[src/hdl/hltf_pkg.sv]
// ---------------------------------------------------------------------------
// hltf_pkg
// Types and constants of the header/length/tail frame receiver.
// ---------------------------------------------------------------------------
`default_nettype none

package hltf_pkg;

    localparam int MAX_BODY   = 64;
    localparam int HEADER_LEN = 2;
    localparam int TAIL_LEN   = 2;
    localparam int ADDR_W     = $clog2(MAX_BODY);
    localparam int CNT_W      = $clog2(MAX_BODY + 1);
    localparam int CFG_IDX_W  = 2;
    localparam int CFG_DATA_W = 16;

    localparam logic [CFG_IDX_W-1:0] REG_HEADER = 2'd0;
    localparam logic [CFG_IDX_W-1:0] REG_TAIL   = 2'd1;
    localparam logic [CFG_IDX_W-1:0] REG_LIMIT  = 2'd2;

    typedef enum logic [1:0] {
        PH_HUNT,
        PH_LEN,
        PH_BODY,
        PH_TAIL
    } phase_t;

    typedef struct packed {
        logic              we;
        logic [ADDR_W-1:0] addr;
        logic [7:0]        data;
    } wr_t;

    typedef struct packed {
        logic             go;
        logic [CNT_W-1:0] len;
    } start_t;

endpackage

`default_nettype wire

[src/hdl/hltf_body_buf.sv]
// ---------------------------------------------------------------------------
// hltf_body_buf
// Body store and drain sequencer; the registered memory read is the output word.
// ---------------------------------------------------------------------------
`default_nettype none

module hltf_body_buf (
    input  wire logic            clk,
    input  wire logic            rst_n,
    input  wire hltf_pkg::wr_t   wr,
    input  wire hltf_pkg::start_t start,
    output logic                 busy,
    output logic                 body_valid,
    input  wire logic            body_ready,
    output logic [7:0]           body_byte,
    output logic [5:0]           body_index,
    output logic                 last_byte
);
    import hltf_pkg::*;

    logic [7:0]        mem [MAX_BODY];
    logic [CNT_W-1:0]  rem_reg;
    logic [CNT_W-1:0]  rem_next;
    logic [ADDR_W-1:0] rd_ptr_reg;
    logic [ADDR_W-1:0] rd_ptr_next;
    logic              valid_reg;
    logic              valid_next;
    logic [7:0]        byte_reg;
    logic [ADDR_W-1:0] index_reg;
    logic              last_reg;
    logic              issue;

    assign issue = (rem_reg != '0) && (!valid_reg || body_ready);

    always_comb
    begin
        rem_next    = rem_reg;
        rd_ptr_next = rd_ptr_reg;
        valid_next  = valid_reg;
        if (issue)
        begin
            rem_next    = rem_reg - CNT_W'(1);
            rd_ptr_next = rd_ptr_reg + ADDR_W'(1);
            valid_next  = 1'b1;
        end
        else if (body_ready)
        begin
            valid_next = 1'b0;
        end
        if (start.go)
        begin
            rem_next    = start.len;
            rd_ptr_next = '0;
        end
    end

    always_ff @(posedge clk or negedge rst_n)
    begin
        if (!rst_n)
        begin
            rem_reg    <= '0;
            rd_ptr_reg <= '0;
            valid_reg  <= 1'b0;
        end
        else
        begin
            rem_reg    <= rem_next;
            rd_ptr_reg <= rd_ptr_next;
            valid_reg  <= valid_next;
        end
    end

    always_ff @(posedge clk)
    begin
        if (wr.we)
        begin
            mem[wr.addr] <= wr.data;
        end
    end

    always_ff @(posedge clk)
    begin
        if (issue)
        begin
            byte_reg  <= mem[rd_ptr_reg];
            index_reg <= rd_ptr_reg;
            last_reg  <= (rem_reg == CNT_W'(1));
        end
    end

    assign busy       = (rem_reg != '0);
    assign body_valid = valid_reg;
    assign body_byte  = byte_reg;
    assign body_index = index_reg;
    assign last_byte  = last_reg;

endmodule

`default_nettype wire

[src/hdl/header_length_tail_frame_receiver.sv]
// ---------------------------------------------------------------------------
// header_length_tail_frame_receiver
// Header match, length check, body store and tail match; drains the body
// as a run of words once the tail completes.
// ---------------------------------------------------------------------------
//  channel | ports                                         | direction
//  rx      | rx_valid rx_ready rx_byte                     | in
//  body    | body_valid body_ready body_byte body_index    | out
//          | last_byte                                     |
//  cfg     | cfg_we cfg_index cfg_data                     | in
//
//  One rx word per cycle while no body read is outstanding.
//  A completed frame of N bytes drains at one word per cycle while body_ready
//  is high, set by the single read port of the body memory; rx_ready is low
//  until the last body read has issued, so a drain holds rx off.
//  A stall on body holds the output word and the read pointer.
//  Reset clears control state only; the body memory needs no clearing.
// ---------------------------------------------------------------------------
`default_nettype none

module header_length_tail_frame_receiver (
    input  wire logic                           clk,
    input  wire logic                           rst_n,
    input  wire logic                           cfg_we,
    input  wire logic [hltf_pkg::CFG_IDX_W-1:0]  cfg_index,
    input  wire logic [hltf_pkg::CFG_DATA_W-1:0] cfg_data,
    input  wire logic                           rx_valid,
    output logic                                rx_ready,
    input  wire logic [7:0]                     rx_byte,
    output logic                                body_valid,
    input  wire logic                           body_ready,
    output logic [7:0]                          body_byte,
    output logic [5:0]                          body_index,
    output logic                                last_byte
);
    import hltf_pkg::*;

    logic [15:0]      header_reg;
    logic [15:0]      tail_reg;
    logic [6:0]       limit_reg;
    phase_t           phase_reg;
    phase_t           phase_next;
    logic [CNT_W-1:0] pos_reg;
    logic [CNT_W-1:0] pos_next;
    logic [7:0]       len_lo_reg;
    logic [7:0]       len_lo_next;
    logic [CNT_W-1:0] body_len_reg;
    logic [CNT_W-1:0] body_len_next;

    logic             rx_fire;
    logic             busy;
    logic [CNT_W-1:0] pos_inc;
    logic             hdr_match;
    logic             tail_match;
    logic [6:0]       lim;
    logic [15:0]      full_len;
    logic             len_bad;
    wr_t              wr;
    start_t           start;

    function automatic logic [7:0] pattern_byte(logic [15:0] pat, logic sel);
        return sel ? pat[15:8] : pat[7:0];
    endfunction

    assign rx_fire    = rx_valid && rx_ready;
    assign pos_inc    = pos_reg + CNT_W'(1);
    assign hdr_match  = (rx_byte == pattern_byte(header_reg, pos_reg[0]));
    assign tail_match = (rx_byte == pattern_byte(tail_reg, pos_reg[0]));
    assign lim        = (limit_reg < 7'(MAX_BODY)) ? limit_reg : 7'(MAX_BODY);
    assign full_len   = {rx_byte, len_lo_reg};
    assign len_bad    = (full_len == 16'd0) || full_len[15] || (full_len > {9'd0, lim});

    always_ff @(posedge clk or negedge rst_n)
    begin
        if (!rst_n)
        begin
            header_reg <= '0;
            tail_reg   <= '0;
            limit_reg  <= 7'(MAX_BODY);
        end
        else if (cfg_we)
        begin
            case (cfg_index)
                REG_HEADER: header_reg <= cfg_data;
                REG_TAIL:   tail_reg   <= cfg_data;
                REG_LIMIT:  limit_reg  <= cfg_data[6:0];
                default:    ;
            endcase
        end
    end

    always_comb
    begin
        phase_next    = phase_reg;
        pos_next      = pos_reg;
        len_lo_next   = len_lo_reg;
        body_len_next = body_len_reg;
        if (rx_fire)
        begin
            case (phase_reg)
                PH_HUNT:
                begin
                    if (!hdr_match)
                    begin
                        pos_next = '0;
                    end
                    else if (pos_inc >= CNT_W'(HEADER_LEN))
                    begin
                        phase_next = PH_LEN;
                        pos_next   = '0;
                    end
                    else
                    begin
                        pos_next = pos_inc;
                    end
                end
                PH_LEN:
                begin
                    if (pos_reg == '0)
                    begin
                        len_lo_next = rx_byte;
                        pos_next    = CNT_W'(1);
                    end
                    else if (len_bad)
                    begin
                        phase_next = PH_HUNT;
                        pos_next   = '0;
                    end
                    else
                    begin
                        phase_next    = PH_BODY;
                        pos_next      = '0;
                        body_len_next = full_len[CNT_W-1:0];
                    end
                end
                PH_BODY:
                begin
                    if (pos_inc >= body_len_reg)
                    begin
                        phase_next = PH_TAIL;
                        pos_next   = '0;
                    end
                    else
                    begin
                        pos_next = pos_inc;
                    end
                end
                PH_TAIL:
                begin
                    if (!tail_match || pos_inc >= CNT_W'(TAIL_LEN))
                    begin
                        phase_next = PH_HUNT;
                        pos_next   = '0;
                    end
                    else
                    begin
                        pos_next = pos_inc;
                    end
                end
                default:
                begin
                    phase_next = PH_HUNT;
                    pos_next   = '0;
                end
            endcase
        end
    end

    always_comb
    begin
        wr.we     = rx_fire && (phase_reg == PH_BODY);
        wr.addr   = pos_reg[ADDR_W-1:0];
        wr.data   = rx_byte;
        start.go  = rx_fire && (phase_reg == PH_TAIL) && tail_match
                    && (pos_inc >= CNT_W'(TAIL_LEN));
        start.len = body_len_reg;
        rx_ready  = !busy;
    end

    always_ff @(posedge clk or negedge rst_n)
    begin
        if (!rst_n)
        begin
            phase_reg    <= PH_HUNT;
            pos_reg      <= '0;
            len_lo_reg   <= '0;
            body_len_reg <= '0;
        end
        else
        begin
            phase_reg    <= phase_next;
            pos_reg      <= pos_next;
            len_lo_reg   <= len_lo_next;
            body_len_reg <= body_len_next;
        end
    end

    hltf_body_buf u_body_buf (
        .clk        (clk),
        .rst_n      (rst_n),
        .wr         (wr),
        .start      (start),
        .busy       (busy),
        .body_valid (body_valid),
        .body_ready (body_ready),
        .body_byte  (body_byte),
        .body_index (body_index),
        .last_byte  (last_byte)
    );

endmodule

`default_nettype wire

[config.mk]
export PLATFORM = sky130hd
export DESIGN_NAME = header_length_tail_frame_receiver
export DESIGN_NICKNAME = d
export VERILOG_FILES = /design/src/hdl/hltf_pkg.sv /design/src/hdl/hltf_body_buf.sv /design/src/hdl/header_length_tail_frame_receiver.sv
export SDC_FILE = /design/constraint.sdc
export NUM_CORES = 1
export LEC_CHECK = 0
export BUFFER_PORTS_ARGS = -buffer_cell sky130_fd_sc_hd__buf_2
export CORE_UTILIZATION = 55
export CTS_CLUSTER_DIAMETER = 50
export CTS_CLUSTER_SIZE = 20
export DETAILED_ROUTE_END_ITERATION = 6
export GPL_TIMING_DRIVEN = 0
export PLACE_DENSITY = 0.74
export SLEW_MARGIN = 40
export SYNTH_ARGS = -nofsm -noshare
export SYNTH_HDL_FRONTEND = slang
export SYNTH_HIERARCHICAL = 1
export SYNTH_SLANG_ARGS = --single-unit
[constraint.sdc]
create_clock -name clk -period 2.89 [get_ports clk]
set_clock_uncertainty 0.05 [all_clocks]
set_input_delay 0.1445 -clock clk [delete_from_list [all_inputs] [get_ports clk]]
set_output_delay 0.1445 -clock clk [all_outputs]
set_load 0.1 [all_outputs]
==> impl_metrics.ini <==
[cts]
clk_pin_slew_ns = 0.07
clk_latency_ns = 0.61
cts_buffers = 49
clock-sinks = 604
clock_path_buffers = 3
h-tree-depth = 2
root_buffer = clkbuf_16
cts_tree = done

[critical_path]
r2r_start = u_body_buf/rem_reg[2]
crit_path_start = u_body_buf/rem_reg[2]
path_class = flop to flop
arrival_ns = 3.25
cp_max_fo = 10
critPathBufInv = 2
cpMaxStageDelayCell = nor2_2
crit_path_end_kind = flop
cp_top_family = simple AND/OR/NAND/NOR gates
critical_path.cell_chain = nor4_4, nand3_2, clkinvlp_4, nand2_4, clkbuf_8, nor2_4, nand3_2, nor2_2
max_stage_delay_ns = 0.62
startpoint_type = flop
cpMostUsedCell = nand3_2
worstPathRequired_ns = 3.08

[die]
core_area_um2 = 44300
initial_core_util_pct = 55.9
fp.dieH_um = 214
die_x_um = 214
dieArea_um2 = 45900
rows = 77
io_pins = 48

[final_layout]
drive_gt1_share_pct = 26.2
fill_cells = 2977
largest_register_ff_count = 512
num_antenna_cells = 0
nNetsFinal = 1601
design_area_um2 = 28700
area_growth_pct = 15.7

[logic_synthesis]
synth_fp_nets = 1447
ys_warn_count = 6
synth-compound-area-share_pct = 5.49
synth_top_area_share_pct = 63.9
synth_area_leaders = edfxtp_1, dfrtp_1, mux4_2
syn_area_per_cell_um2 = 17.7
synth_flop_cell = edfxtp_1
seq_area_frac_synth_pct = 71.7
yosysMostFrequentCell = edfxtp_1
synth-adder-area-share_pct = 0.950
synth_top_family_by_area = multiplexers
syn_inst = 1398
synth_edf_count = 527
ys_async_sr_fraction_pct = 12.7
synthMuxAreaShare_pct = 14.3
yosys.area_share.simple_pct = 4.16
synth_top_cell_by_area = edfxtp_1
ys_types = 63
synth_area_um2 = 24800
synth_xor_area_share_pct = 1.13
ys_top_cells_by_count = edfxtp_1, mux2i_1, nor2_1
synth_seq_cells = 604

[sta]
setup_viol = 130
finalCritPeriodShare_pct = 106
setup_slack_ns = -0.169
final-max-slew-violation-count = 0
hold_viol_final = 0
rsz0062_at_grt = yes
period_needed_ns = 3.06
fmax_mhz = 327
tightest_slew_ns = 0.902
max-slew-margin-rel_pct = 39.7

[detailed_routing]
wirelength_um = 58300
vias_per_cell = 6.33
wl_per_cell_um = 26.7
dr.first_iter.drc_count = 1541
via_count = 13800
ant_nets = 0
post-route-drc-count = 0
drtPass1Iterations = 5

[placed_design]
hpwl_um = 36700
dp_slack_ns = -0.507
io_buffers = 47
placed_area_um2 = 26200
gp_routability_congestion = 0.904

[pwr]
p_leak_nw = 9.82
p_int_mw = 16.4
swShare_pct = 34.8
p_switching_mw = 8.74
power_density_nw_per_um2 = 876
clkPwrFrac_pct = 26.6
vdd_drop_max_mv = 0.911
seqPwrFrac_pct = 40.5
combPwrFrac_pct = 32.9

[global_routing]
gr-total-overflow = 0
gr-usage-all-layers_pct = 25.7
grt.busiest_layer = met2
use_met2_pct = 41.0
grt.met3_usage_pct = 5.25
grt_pass1_wl_um = 86500
grt_pass1_vias = 13400
antenna_found_initial = 0
grt_max_degree = 69
use_met1_pct = 35.9

[worst_hold_path]
hold_class = input pin to flop
hold_path.startpoint = rx_valid

[flow_run]
cap_violations = 0

[run_status]
outcome = finished with violations
violations = negative setup slack
[power by group through the flow]
stage | clock (mW) | combinational (mW) | sequential, mW
3_5_place_dp | 0 | 7.95 | 10.3
6_report | 6.68 | 8.26 | 10.2
3_3_place_gp | 0 | 7.85 | 10.3
2_1_floorplan | 0 | 4.97 | 10.9
4_1_cts | 6.77 | 8.10 | 10.1
5_1_grt | 7.09 | 8.61 | 10.2
[timing repair]
item / 4_1_cts / 5_1_grt
gates resized for setup: 54 / 30
hold buffers: 25 / 3
pin swaps: 14 / 9
setup buffers: 15 / 9
hold endpoints to repair: 120 / 56
endpoints found under the setup margin: 473 / 445
[final cells by class]
cell class	count	area, um2	area share (%)
well taps	592	741	2.59
inverters	16	63.8	0.223
flip-flops and latches	604	17800	62.0
repair buffers	104	918	3.21
plain buffers	70	537	1.87
multi-input cells	707	7030	24.5
clock inverters	30	325	1.14
clock buffers	61	1280	4.47
[kinds of logic (layout without fill, tap and decap cells)]
family                   after synthesis  count (layout)
AO/OA/AOI/OAI                        189             189
XOR/XNOR                              32              32
buffers and inverters                 87             281
AND/OR/NAND/NOR                      206             206
adder cells (fa/ha/maj)               19              19
multiplexers                         261             261
flip-flops                           604             604
[placed cells by master, fill, tap and decap left out, types with 27 or more instances in the layout]
cell type	instances
a221oi_1	33
buf_2	49
buf_4	31
clkbuf_1	34
clkbuf_16	49
dfrtp_1	75
dlygate4sd3_1	27
edfxtp_1	527
mux2_2	47
mux2i_1	141
mux4_2	65
nand2_1	29
nor2_4	61
[worst paths after layout]
check	to	slack, ns	cells after the start
worst max-delay path	u_body_buf/mem[5][5]	-0.17	8
worst min-delay path	phase_reg[0]	0.003	5
worst max register to register	u_body_buf/mem[5][5]	-0.17	8
worst min register to register	limit_reg[1]	0.45	1
max in group asynchronous	limit_reg[6]	1.87	4
min in group asynchronous	header_reg[4]	0.58	4
[through the flow]
stage                     util, %  cells  hold WS, ns  setup TNS [ns]  total power, mW
after floorplan                 -   1398       -0.201           -9.55             15.8
after global placement       58.9   2037        0.343         -100.18             18.2
after detailed placement     59.0   2040      -0.0259          -95.43             18.3
after CTS                    64.0   2171       -0.102          -18.67             25.0
after global routing         64.7   2184       0.0246          -25.58             25.9
final                        64.7   2184      0.00297          -12.25             25.1
[worst reg2reg max path: stages (launching register included)]
cell and delay (ns):
dfrtp_1 0.44, nor4_4 0.35, nand3_2 0.16, clkinvlp_4 0.12
nand2_4 0.09, clkbuf_8 0.18, nor2_4 0.20, nand3_2 0.50
nor2_2 0.63
[layer usage]
| metal | share of wire [%] | vias to the layer above | wire length [um] |
|---|---|---|---|
| li1 | - | 5912 | - |
| met1 | 40 | 7118 | 23100 |
| met2 | 48 | 701 | 28300 |
| met3 | 9.0 | 104 | 5260 |
| met4 | 2.9 | 0 | 1710 |
| met5 | 0 | - | 0 |
No activity file was read; power rests on OpenSTA's default activity.
